[config.mk]
export PLATFORM = sky130hd
export DESIGN_NAME = poly_coeff_mod_alu_unit_flat
export DESIGN_NICKNAME = d
export VERILOG_FILES = /design/src/rtl/core/pcalu_pkg.sv /design/src/rtl/core/pcalu_if.sv /design/src/rtl/core/pcalu_pre.sv /design/src/rtl/core/pcalu_shift.sv /design/src/rtl/core/pcalu_reduce.sv /design/src/rtl/core/poly_coeff_mod_alu_unit.sv /design/src/flat_wrapper.sv
export SDC_FILE = /design/constraint.sdc
export NUM_CORES = 2
export LEC_CHECK = 0
export BUFFER_PORTS_ARGS = -buffer_cell sky130_fd_sc_hd__buf_4
export CAP_MARGIN = 20
export CORE_UTILIZATION = 40
export CTS_BUF_LIST = sky130_fd_sc_hd__clkbuf_8
export CTS_CLUSTER_DIAMETER = 80
export DETAILED_ROUTE_END_ITERATION = 8
export PLACE_DENSITY = 0.63
export SLEW_MARGIN = 5
export SYNTH_ARGS = -nofsm -noshare
export SYNTH_HDL_FRONTEND = slang
export SYNTH_SLANG_ARGS = --single-unit
[constraint.sdc]
create_clock -name clk -period 14.16 [get_ports clk]
set_input_delay 1.416 -clock clk [delete_from_list [all_inputs] [get_ports clk]]
set_output_delay 1.416 -clock clk [all_outputs]
set_load 0.005 [all_outputs]
[src/rtl/core/pcalu_pkg.sv]
// ----------------------------------------------------------------------------
// pcalu_pkg: shared types and constants of the coefficient ALU
// Opcode codes, register indexes, widths and the stage payload struct.
// ----------------------------------------------------------------------------
package pcalu_pkg;

  localparam int unsigned CoeffW = 64;
  localparam int unsigned ModW   = 63;
  localparam int unsigned ShW    = 6;
  localparam int unsigned IdxW   = 2;

  // Opcode field of an input item
  typedef enum logic [3:0] {
    OP_ADD    = 4'd0,
    OP_SUB    = 4'd1,
    OP_ADDMOD = 4'd2,
    OP_SUBMOD = 4'd3,
    OP_NEGMOD = 4'd4,
    OP_SHL    = 4'd5,
    OP_SHR    = 4'd6,
    OP_ROUND  = 4'd7,
    OP_CENTER = 4'd8,
    OP_NONNEG = 4'd9
  } op_t;

  // Configuration register indexes
  typedef enum logic [IdxW-1:0] {
    REG_MODULUS      = 2'd0,
    REG_SHIFT_AMOUNT = 2'd1,
    REG_ROUND_OFFSET = 2'd2
  } reg_idx_t;

  // Payload carried from stage to stage
  typedef struct packed {
    op_t               op;
    logic [CoeffW-1:0] val;
    logic              last;
  } stage_t;

endpackage

[src/rtl/core/pcalu_if.sv]
// ----------------------------------------------------------------------------
// pcalu_if: stream interfaces of the coefficient ALU
// Input coefficient channel and result channel, valid/ready handshake.
// ----------------------------------------------------------------------------
interface pcalu_in_if;
  logic        valid;
  logic        ready;
  logic [3:0]  opcode;
  logic [63:0] coeff_a;
  logic [63:0] coeff_b;
  logic        last_in;

  modport source (output valid, output opcode, output coeff_a, output coeff_b,
                  output last_in, input ready);
  modport sink   (input valid, input opcode, input coeff_a, input coeff_b,
                  input last_in, output ready);
endinterface

interface pcalu_out_if;
  logic        valid;
  logic        ready;
  logic [63:0] coeff_out;
  logic        last_out;

  modport source (output valid, output coeff_out, output last_out, input ready);
  modport sink   (input valid, input coeff_out, input last_out, output ready);
endinterface

[src/rtl/core/pcalu_pre.sv]
// ----------------------------------------------------------------------------
// pcalu_pre: operand stage
// Forms the pre-shift value: a+b, a-b, -a, a+h, a+m/2 or a.
// ----------------------------------------------------------------------------
module pcalu_pre (
  input  logic                          clk,
  input  logic                          rst,
  input  logic                          en,
  input  logic                          in_valid,
  input  logic [3:0]                    opcode,
  input  logic [pcalu_pkg::CoeffW-1:0]  coeff_a,
  input  logic [pcalu_pkg::CoeffW-1:0]  coeff_b,
  input  logic                          last_in,
  input  logic [pcalu_pkg::ModW-1:0]    modulus,
  input  logic [pcalu_pkg::ModW-1:0]    round_offset,
  output logic                          out_valid,
  output pcalu_pkg::stage_t             out_stage
);

  pcalu_pkg::op_t                 op;
  logic [pcalu_pkg::CoeffW-1:0]   opnd;
  logic [pcalu_pkg::CoeffW-1:0]   base;
  logic                           do_sub;
  pcalu_pkg::stage_t              stage_next;

  assign op = pcalu_pkg::op_t'(opcode);

  // Operand select for the single adder
  always_comb begin
    base   = coeff_a;
    opnd   = '0;
    do_sub = 1'b0;
    case (op)
      pcalu_pkg::OP_ADD, pcalu_pkg::OP_ADDMOD: begin
        opnd = coeff_b;
      end
      pcalu_pkg::OP_SUB, pcalu_pkg::OP_SUBMOD: begin
        opnd   = coeff_b;
        do_sub = 1'b1;
      end
      pcalu_pkg::OP_NEGMOD: begin
        base   = '0;
        opnd   = coeff_a;
        do_sub = 1'b1;
      end
      pcalu_pkg::OP_ROUND: begin
        opnd = {1'b0, round_offset};
      end
      pcalu_pkg::OP_CENTER: begin
        opnd = {2'b00, modulus[pcalu_pkg::ModW-1:1]};
      end
      default: begin
        opnd = '0;
      end
    endcase
    stage_next.op   = op;
    stage_next.last = last_in;
    stage_next.val  = do_sub ? (base - opnd) : (base + opnd);
  end

  // Stage register
  always_ff @(posedge clk) begin
    if (rst) begin
      out_valid <= 1'b0;
    end else if (en) begin
      out_valid <= in_valid;
    end
  end

  always_ff @(posedge clk) begin
    if (en) begin
      out_stage <= stage_next;
    end
  end

endmodule

[src/rtl/core/pcalu_shift.sv]
// ----------------------------------------------------------------------------
// pcalu_shift: shift stage
// Left shift for shl, arithmetic right shift for shr and round.
// ----------------------------------------------------------------------------
module pcalu_shift (
  input  logic                        clk,
  input  logic                        rst,
  input  logic                        en,
  input  logic                        in_valid,
  input  pcalu_pkg::stage_t           in_stage,
  input  logic [pcalu_pkg::ShW-1:0]   shift_amount,
  output logic                        out_valid,
  output pcalu_pkg::stage_t           out_stage
);

  pcalu_pkg::stage_t stage_next;

  // Barrel shift
  always_comb begin
    stage_next = in_stage;
    case (in_stage.op)
      pcalu_pkg::OP_SHL: begin
        stage_next.val = in_stage.val << shift_amount;
      end
      pcalu_pkg::OP_SHR, pcalu_pkg::OP_ROUND: begin
        stage_next.val = $unsigned($signed(in_stage.val) >>> shift_amount);
      end
      default: begin
        stage_next.val = in_stage.val;
      end
    endcase
  end

  always_ff @(posedge clk) begin
    if (rst) begin
      out_valid <= 1'b0;
    end else if (en) begin
      out_valid <= in_valid;
    end
  end

  always_ff @(posedge clk) begin
    if (en) begin
      out_stage <= stage_next;
    end
  end

endmodule

[src/rtl/core/pcalu_reduce.sv]
// ----------------------------------------------------------------------------
// pcalu_reduce: modular reduction stages
// Subtract m where needed, add m back when negative, then the centering
// correction and zeroing of unused opcodes. Three register stages.
// ----------------------------------------------------------------------------
module pcalu_reduce (
  input  logic                        clk,
  input  logic                        rst,
  input  logic                        en,
  input  logic                        in_valid,
  input  pcalu_pkg::stage_t           in_stage,
  input  logic [pcalu_pkg::ModW-1:0]  modulus,
  output logic                        out_valid,
  output pcalu_pkg::stage_t           out_stage
);

  logic [pcalu_pkg::CoeffW-1:0] m_ext;
  logic [pcalu_pkg::CoeffW-1:0] half_m;
  logic                         sub_v;
  pcalu_pkg::stage_t            sub_s;
  logic                         add_v;
  pcalu_pkg::stage_t            add_s;
  pcalu_pkg::stage_t            sub_next;
  pcalu_pkg::stage_t            add_next;
  pcalu_pkg::stage_t            fin_next;

  assign m_ext  = {1'b0, modulus};
  assign half_m = {2'b00, modulus[pcalu_pkg::ModW-1:1]};

  // Stage A: subtract m for the ops that reduce from above
  always_comb begin
    sub_next = in_stage;
    case (in_stage.op)
      pcalu_pkg::OP_ADDMOD, pcalu_pkg::OP_SHL, pcalu_pkg::OP_SHR,
      pcalu_pkg::OP_ROUND, pcalu_pkg::OP_CENTER: begin
        sub_next.val = in_stage.val - m_ext;
      end
      default: begin
        sub_next.val = in_stage.val;
      end
    endcase
  end

  // Stage B: add m back when the value is negative
  always_comb begin
    add_next = sub_s;
    case (sub_s.op)
      pcalu_pkg::OP_ADDMOD, pcalu_pkg::OP_SUBMOD, pcalu_pkg::OP_NEGMOD,
      pcalu_pkg::OP_SHL, pcalu_pkg::OP_SHR, pcalu_pkg::OP_ROUND,
      pcalu_pkg::OP_CENTER, pcalu_pkg::OP_NONNEG: begin
        add_next.val = sub_s.val[pcalu_pkg::CoeffW-1] ? (sub_s.val + m_ext) : sub_s.val;
      end
      default: begin
        add_next.val = sub_s.val;
      end
    endcase
  end

  // Stage C: undo the centering offset, unused opcodes give zero
  always_comb begin
    fin_next = add_s;
    case (add_s.op)
      pcalu_pkg::OP_CENTER: begin
        fin_next.val = add_s.val - half_m;
      end
      pcalu_pkg::OP_ADD, pcalu_pkg::OP_SUB, pcalu_pkg::OP_ADDMOD,
      pcalu_pkg::OP_SUBMOD, pcalu_pkg::OP_NEGMOD, pcalu_pkg::OP_SHL,
      pcalu_pkg::OP_SHR, pcalu_pkg::OP_ROUND, pcalu_pkg::OP_NONNEG: begin
        fin_next.val = add_s.val;
      end
      default: begin
        fin_next.val = '0;
      end
    endcase
  end

  // Valid bits
  always_ff @(posedge clk) begin
    if (rst) begin
      sub_v     <= 1'b0;
      add_v     <= 1'b0;
      out_valid <= 1'b0;
    end else if (en) begin
      sub_v     <= in_valid;
      add_v     <= sub_v;
      out_valid <= add_v;
    end
  end

  // Payload registers
  always_ff @(posedge clk) begin
    if (en) begin
      sub_s     <= sub_next;
      add_s     <= add_next;
      out_stage <= fin_next;
    end
  end

endmodule

[src/rtl/core/poly_coeff_mod_alu_unit.sv]
// ----------------------------------------------------------------------------
// poly_coeff_mod_alu_unit: coefficient ALU for polynomials mod (x^n+1, m)
// Five-stage pipeline: operand add, shift, subtract m, add m back, finish.
// ----------------------------------------------------------------------------
// Usage:
//   coeffs  : one transfer per coefficient (opcode, coeff_a, coeff_b, last_in).
//   results : one transfer per input item (coeff_out, last_out), in order.
//   cfg_we / cfg_index / cfg_data : register writes (modulus, shift_amount,
//     round_offset); write only while the pipeline is empty.
// Throughput is one coefficient per clock while the receiver does not stall;
// the five pipeline registers lie between an input transfer and its result.
// The pipeline advances as a whole: coeffs.ready is high when the final stage
// is empty or the receiver takes its result, so a stalled receiver freezes
// every stage in place and nothing is dropped or repeated.
// Reset (rst, synchronous) clears all valid bits and sets modulus to 1,
// shift_amount and round_offset to 0.
// ----------------------------------------------------------------------------
module poly_coeff_mod_alu_unit (
  input  logic                              clk,
  input  logic                              rst,
  pcalu_in_if.sink                          coeffs,
  pcalu_out_if.source                       results,
  input  logic                              cfg_we,
  input  logic [pcalu_pkg::IdxW-1:0]        cfg_index,
  input  logic [pcalu_pkg::ModW-1:0]        cfg_data
);

  logic [pcalu_pkg::ModW-1:0] modulus;
  logic [pcalu_pkg::ShW-1:0]  shift_amount;
  logic [pcalu_pkg::ModW-1:0] round_offset;
  logic                       en;
  logic                       pre_v;
  pcalu_pkg::stage_t          pre_s;
  logic                       shf_v;
  pcalu_pkg::stage_t          shf_s;
  logic                       fin_v;
  pcalu_pkg::stage_t          fin_s;

  // Configuration registers
  always_ff @(posedge clk) begin
    if (rst) begin
      modulus      <= pcalu_pkg::ModW'(1);
      shift_amount <= '0;
      round_offset <= '0;
    end else if (cfg_we) begin
      case (pcalu_pkg::reg_idx_t'(cfg_index))
        pcalu_pkg::REG_MODULUS:      modulus      <= cfg_data;
        pcalu_pkg::REG_SHIFT_AMOUNT: shift_amount <= cfg_data[pcalu_pkg::ShW-1:0];
        pcalu_pkg::REG_ROUND_OFFSET: round_offset <= cfg_data;
        default: ;
      endcase
    end
  end

  // Global pipeline advance
  assign en           = !fin_v || results.ready;
  assign coeffs.ready = en;

  pcalu_pre u_pre (
    .clk          (clk),
    .rst          (rst),
    .en           (en),
    .in_valid     (coeffs.valid),
    .opcode       (coeffs.opcode),
    .coeff_a      (coeffs.coeff_a),
    .coeff_b      (coeffs.coeff_b),
    .last_in      (coeffs.last_in),
    .modulus      (modulus),
    .round_offset (round_offset),
    .out_valid    (pre_v),
    .out_stage    (pre_s)
  );

  pcalu_shift u_shift (
    .clk          (clk),
    .rst          (rst),
    .en           (en),
    .in_valid     (pre_v),
    .in_stage     (pre_s),
    .shift_amount (shift_amount),
    .out_valid    (shf_v),
    .out_stage    (shf_s)
  );

  pcalu_reduce u_reduce (
    .clk       (clk),
    .rst       (rst),
    .en        (en),
    .in_valid  (shf_v),
    .in_stage  (shf_s),
    .modulus   (modulus),
    .out_valid (fin_v),
    .out_stage (fin_s)
  );

  // Result channel
  assign results.valid     = fin_v;
  assign results.coeff_out = fin_s.val;
  assign results.last_out  = fin_s.last;

`ifndef SYNTHESIS
  // An empty final stage never blocks the input side
  a_ready_when_empty: assert property (@(posedge clk) disable iff (rst)
    !results.valid |-> coeffs.ready)
    else $error("input stalled with empty output stage");

  // A stall freezes the valid bits of the front stages
  a_stall_holds: assert property (@(posedge clk) disable iff (rst)
    !en |=> $stable(pre_v) && $stable(shf_v))
    else $error("pipeline moved during a stall");

  // Reset empties the pipeline
  a_reset_empty: assert property (@(posedge clk)
    rst |=> !results.valid && !pre_v && !shf_v)
    else $error("pipeline not empty after reset");
`endif

endmodule
[src/flat_wrapper.sv]
// flat-port wrapper written by rule: the top's interface ports become plain ports
module poly_coeff_mod_alu_unit_flat 
  (clk, rst, cfg_we, cfg_index, cfg_data, coeffs_valid, coeffs_opcode, coeffs_coeff_a, coeffs_coeff_b, coeffs_last_in, coeffs_ready, results_valid, results_coeff_out, results_last_out, results_ready);
  pcalu_in_if coeffs_i ();
  pcalu_out_if results_i ();
  input  logic clk;
  input  logic rst;
  input  logic cfg_we;
  input  logic [pcalu_pkg::IdxW-1:0] cfg_index;
  input  logic [pcalu_pkg::ModW-1:0] cfg_data;
  input wire logic [$bits(coeffs_i.valid)-1:0] coeffs_valid;
  input wire logic [$bits(coeffs_i.opcode)-1:0] coeffs_opcode;
  input wire logic [$bits(coeffs_i.coeff_a)-1:0] coeffs_coeff_a;
  input wire logic [$bits(coeffs_i.coeff_b)-1:0] coeffs_coeff_b;
  input wire logic [$bits(coeffs_i.last_in)-1:0] coeffs_last_in;
  output wire logic [$bits(coeffs_i.ready)-1:0] coeffs_ready;
  output wire logic [$bits(results_i.valid)-1:0] results_valid;
  output wire logic [$bits(results_i.coeff_out)-1:0] results_coeff_out;
  output wire logic [$bits(results_i.last_out)-1:0] results_last_out;
  input wire logic [$bits(results_i.ready)-1:0] results_ready;
  assign coeffs_i.valid = coeffs_valid;
  assign coeffs_i.opcode = coeffs_opcode;
  assign coeffs_i.coeff_a = coeffs_coeff_a;
  assign coeffs_i.coeff_b = coeffs_coeff_b;
  assign coeffs_i.last_in = coeffs_last_in;
  assign coeffs_ready = coeffs_i.ready;
  assign results_valid = results_i.valid;
  assign results_coeff_out = results_i.coeff_out;
  assign results_last_out = results_i.last_out;
  assign results_i.ready = results_ready;
  poly_coeff_mod_alu_unit u_core (.clk(clk), .rst(rst), .coeffs(coeffs_i), .results(results_i), .cfg_we(cfg_we), .cfg_index(cfg_index), .cfg_data(cfg_data));
endmodule
# Yosys cells after proc, flatten, opt, wreduce, memory -nomap -nowiden
# Cells that the tools add are included.
totals:
  reg_bits: 478
  latch_bits: 0
  ram_bits: 0
  rom_bits: 0
  input_bits: 203
  output_inout_bits: 67
  elab_cells: 85
  mem_count: 0
op_classes:
  n_addsub: 5
  n_mul: 0
  div_mod_pow: 0
  n_lt_le_gt_ge: 0
  eq_ne: 33
  n_shift: 2
  n_mux: 9
  n_bitwise: 0
  reduce_logical: 14
op_table:
  columns: ["op", "n"]
  rows:
  - ["$mux W64", 5]
  - ["$pmux W64 S2", 2]
  - ["$pmux W64 S4", 1]
  - ["$add A64 B63 Y64", 1]
  - ["$add A64 B64 Y64", 1]
  - ["$eq A4 B3 Y1 const B", 16]
  - ["$shl A64 B6 Y64", 1]
  - ["$sshr A64 B6 Y64", 1]
  - ["$sub A64 B62 Y64", 1]
  - ["$sub A64 B63 Y64", 1]
  - ["$sub A64 B64 Y64", 1]
  - ["$eq A4 B2 Y1 const B", 7]
  - ["$eq A4 B4 Y1 const B", 6]
  - ["$reduce_or A9 Y1", 1]
  - ["$eq A4 B1 Y1 const B", 2]
  - ["$logic_not A4 Y1", 2]
  - ["$reduce_or A8 Y1", 1]
  - ["$reduce_and A2 Y1", 3]
  - ["$reduce_or A5 Y1", 1]
  - ["$reduce_or A4 Y1", 1]
  - ["$reduce_or A3 Y1", 1]
  - ["$eq A2 B1 Y1 const B", 1]
  - ["$eq A2 B2 Y1 const B", 1]
  - ["$logic_not A2 Y1", 1]
  - ["4 further kinds", 4]

# Depth between registers and ports, before layout
logic_depth:
  word_depth: 5
  depth_mapped: 27
  depth_no_buf: 24

# Hierarchy
# Synthesis repeated with hierarchy kept, for this count alone.
unflattened:
  cells_unflattened: 5208
  hier_area_um2: 46375.7
modules_own_cells:
  columns: ["mod", "n_inst", "cells_each", "area_per_inst_um2", "seq_area_each_um2"]
  rows:
  - ["pcalu_reduce", 1, 2366, 19841.5, 6276.0]
  - ["pcalu_shift", 1, 1140, 11452.2, 2092.0]
  - ["pcalu_pre", 1, 1201, 9594.2, 2092.0]
  - ["poly_coeff_mod_alu_unit", 1, 501, 5487.8, 2642.5]

# Worst setup path after synthesis
# OpenSTA, ideal clock, no wires.
synth_path:
  path_type: "in2out"
  start: "input port results_ready"
  end: "output port coeffs_ready"
  t_arrival_ns: 8.164
  required_ns: 12.744
  setup_slack_ns: 4.580
  path_stages: 2
  path_buffers: 0
  path_cell_list: "nor2b_1 > inv_1"
synth_between:
  elab_chain_len: 1
synth_rtl:
  columns: ["item", "line", "text"]
  rows:
  - ["from (decl)", "flat_wrapper.sv:20", "input wire logic [$bits(results_i.ready)-1:0] results_ready;"]
  - ["$logic_or A1 B1 Y1", "poly_coeff_mod_alu_unit.sv:56", "assign en = !fin_v || results.ready;"]
  - ["to (decl)", "flat_wrapper.sv:16", "output wire logic [$bits(coeffs_i.ready)-1:0] coeffs_ready;"]
# Every way passes these cells.

==> flow_metrics.env <==
export IMPL_status="finished clean"
export IMPL_reg2reg_from="u_core.modulus[1]$_SDFFE_PP0P_"
export IMPL_worstHoldPathCells=0
export IMPL_grt_usage=0.2963
export IMPL_crit_path_max_incr_delay_ns=0.52
export IMPL_min_period_ns=7.472
export IMPL_powerDensity_mw_per_mm2=174.0
export IMPL_vias=41810
export IMPL_clock_skew_ns=0.03574
export IMPL_reg2reg_depth=22
export IMPL_cp_slowest_cell="nor4_2"
export IMPL_end_kind="flip-flop"
export IMPL_cp_start_kind="primary input"
export IMPL_vdd_drop_max_uv=72.70
export IMPL_die_y_um=330.1
export IMPL_cts_resized=0
export IMPL_via_per_inst=6.056
export IMPL_power_leakage_nw=18.96
export IMPL_crit_family="simple AND/OR/NAND/NOR gates"
export IMPL_fmax_mhz=133.8
export IMPL_area_growth_pct=11.71
export IMPL_drtIter0Drc=4343
export IMPL_synthesis_instances=5318
export IMPL_clk_pin_slew_ns=0.06
export IMPL_cts_max_path_buffers=3
export IMPL_hp_class="reg2reg"
export IMPL_grt_overflow=0
export IMPL_seq_area_mm2=0.01300
export IMPL_rows=119
export IMPL_synth_nets=5777
export IMPL_hold_ws_ns=0.4178
export IMPL_cts_tree="built"
export IMPL_postCtsSetupRepairBufs=0
export IMPL_drt_wl_total_mm=166.8
export IMPL_antenna_left=0
export IMPL_cts_sinks=478
export IMPL_synthFlopType="edfxtp_1"
export IMPL_portBuffers=269
export IMPL_worstMarginPinSlew_ns=1.115
export IMPL_cp_max_fo=70
export IMPL_reg2reg_to="u_core.u_pre.out_stage[62]$_DFFE_PP_"
export IMPL_cp_required_ns=14.66
export IMPL_n_fill_cell=10620
export IMPL_antenna_found_initial=12
export IMPL_yosys_warnings=0
export IMPL_dpl_hpwl_mm=132.7
export IMPL_dieArea_mm2=0.1090
export IMPL_cts_htree_levels=3
export IMPL_io_pins=270
export IMPL_grt_pass1_wl_mm=244.9
export IMPL_first_pass_iters=9
export IMPL_synth_edf_count=341
export IMPL_path_class="in2reg"
export IMPL_wl_per_cell_um=24.16
export IMPL_routabilityCongestion=1.056
export IMPL_grt_pass1_vias=39040
export IMPL_hp_start="u_core.u_reduce.add_next[0]$_DFFE_PP_"
export IMPL_finalSetupViolCount=0
export IMPL_drv_slew=0
export IMPL_seq_area_frac_synth=0.3015
export IMPL_grt_max_degree=141
export IMPL_nets=5887
export IMPL_dieWidth_um=330.1
export IMPL_min_to="u_core.u_reduce.add_s[0]$_DFFE_PP_"
export IMPL_ys_ff_latch=478
export IMPL_core_area_mm2=0.1060
export IMPL_arrival_ns=7.97
export IMPL_synthArstFlopShare=0
export IMPL_drv_cap=0
export IMPL_avgSynthCellArea_um2=8.097
export IMPL_drive_gt1_frac=0.1088
export IMPL_path_buf_inv=5
export IMPL_cts_made_buffers=92
export IMPL_tns_ns=0
export IMPL_period_share=0.5277
export IMPL_clk_latency_ns=0.77
export IMPL_synth_area_mm2=0.04306
export IMPL_drc=0
export IMPL_cts_hold_buf=0
export IMPL_synth_cell_types=97
export IMPL_slew_headroom=0.2507
export IMPL_multi_input_area_mm2=0.02812
export IMPL_initial_utilization=0.4062
export IMPL_cts_root_buf="clkbuf_8"
export IMPL_hold_violations=0
export IMPL_rsz0062_at_grt="false"
export IMPL_rrSetupSlack_ns=7.95
logic make-up (layout without fill, tap and decap cells):
logic type / Yosys count / in the layout / share of synthesized area
AND/OR/NAND/NOR: 1650 / 1650 / 0.1798
AO/OA/AOI/OAI: 1813 / 1813 / 0.2585
XOR/XNOR: 279 / 279 / 0.05675
buffers and inverters: 505 / 692 / 0.04699
other: 0 / 8 / 0
flip-flops: 478 / 478 / 0.3015
multiplexers: 337 / 337 / 0.08139
adder cells (fa/ha/maj): 256 / 256 / 0.07508
cell usage in the layout (no fill, tap or decap), types with 17 or more instances in the layout:
cell type,n
o21bai_1,45
and2_1,87
xor2_1,124
o21a_1,38
edfxtp_1,341
buf_4,344
and3_1,40
a221oi_1,34
inv_1,198
a211oi_1,54
o31ai_1,36
mux2_2,45
nor2_1,372
nor3_1,65
nand2_1,682
a21oi_1,581
o21ai_0,513
dfxtp_1,131
a31oi_1,69
nor2b_1,68
nand2b_1,85
o211ai_1,26
nand3_1,75
ha_1,252
a22oi_1,68
nand4_1,59
clkbuf_8,100
a21o_1,132
o21ai_1,17
mux2i_1,286
xnor2_1,155
sequential cells by signal, indices dropped and copies added (netlist names), 5 cells and up:
name and flops:
u_core.u_pre.out_stage 69, u_core.u_reduce.add_s 69, u_core.u_shift.out_stage 69, u_core.u_reduce.out_stage 65, u_core.u_reduce.sub_s 64, u_core.modulus 63
u_core.round_offset 63, u_core.shift_amount 6, u_core.u_reduce.add_next 5
cells in the mapped netlist (all sizes together), types with 19 or more instances:
| master | instances | area (µm²) |
|---|---|---|
| xnor2 | 155 | 1358 |
| nor4 | 19 | 161.4 |
| nand2b | 86 | 545.5 |
| nor2 | 373 | 1400 |
| a221oi | 39 | 372.9 |
| and3 | 40 | 250.2 |
| mux2i | 286 | 2863 |
| a211oi | 54 | 405.4 |
| o21a | 38 | 285.3 |
| ha | 252 | 3153 |
| o21bai | 45 | 337.8 |
| a22oi | 69 | 523.0 |
| buf | 72 | 397.9 |
| and2 | 87 | 544.3 |
| nor2b | 69 | 434.2 |
| nand2 | 685 | 2574 |
| a21oi | 583 | 2922 |
| o31ai | 36 | 270.3 |
| o21ai | 531 | 2658 |
| inv | 176 | 660.6 |
| dfxtp | 137 | 2743 |
| clkbuf | 257 | 964.7 |
| edfxtp | 341 | 10240 |
| a21o | 132 | 991.0 |
| nand4 | 60 | 381.6 |
| xor2 | 124 | 1086 |
| nand3 | 75 | 375.4 |
| a31oi | 71 | 459.2 |
| mux2 | 45 | 506.7 |
| nor3 | 68 | 361.6 |
| o211ai | 26 | 195.2 |
power breakdown:
part / internal, W / switching, W / total, W / leakage [nW]
registers: 0.00205 / 0.000382 / 0.00243 / 4.81
logic: 0.00175 / 0.00271 / 0.00446 / 13.1
clock network: 0.000819 / 0.000653 / 0.00147 / 1.08
metal layers:
| metal | global-route usage | vias up | wire length [µm] |
|---|---|---|---|
| li1 | - | 19790 | - |
| met1 | 0.4078 | 19810 | 73740 |
| met2 | 0.4540 | 1871 | 72530 |
| met3 | 0.05645 | 332 | 13580 |
| met4 | 0.1209 | 4 | 6960 |
| met5 | 0 | - | 28 |
final cells by class:
class | count | share of cell area
Multi-Input combinational cell | 4335 | 0.5847
Sequential cell | 478 | 0.2703
Timing Repair Buffer | 345 | 0.05410
Tap cell | 1391 | 0.03618
Clock buffer | 100 | 0.02861
Inverter | 176 | 0.01389
Clock inverter | 71 | 0.01181
Antenna cell | 8 | 0.0004162
through the flow:
stage | instance area (µm²) | setup WS, ns | std cells | total power, W | utilization
floorplan | 43060 | 4.580 | 5318 | 0.005398 | -
global placement | 46140 | 6.035 | 6725 | 0.006774 | 0.4352
global route | 48090 | 6.208 | 6899 | 0.008906 | 0.4536
finish | 48100 | 6.688 | 6904 | 0.008369 | 0.4537
detailed placement | 46140 | 5.968 | 6725 | 0.006785 | 0.4352
CTS | 48080 | 6.786 | 6896 | 0.008296 | 0.4535
how the worst max path moves through the flow:
stage,from,to,slack (ns),cells after the start
after floorplan,results_ready,coeffs_ready,4.58,2
after global placement,coeffs_opcode[3],u_core.u_pre.out_stage[62]$_DFFE_PP_,6.04,26
after detailed placement,coeffs_opcode[3],u_core.u_pre.out_stage[62]$_DFFE_PP_,5.97,26
after CTS,coeffs_opcode[3],u_core.u_pre.out_stage[62]$_DFFE_PP_,6.79,26
after global routing,coeffs_opcode[3],u_core.u_pre.out_stage[62]$_DFFE_PP_,6.21,26
final,coeffs_opcode[3],u_core.u_pre.out_stage[62]$_DFFE_PP_,6.69,26
No activity file was read; power rests on OpenSTA's default activity.
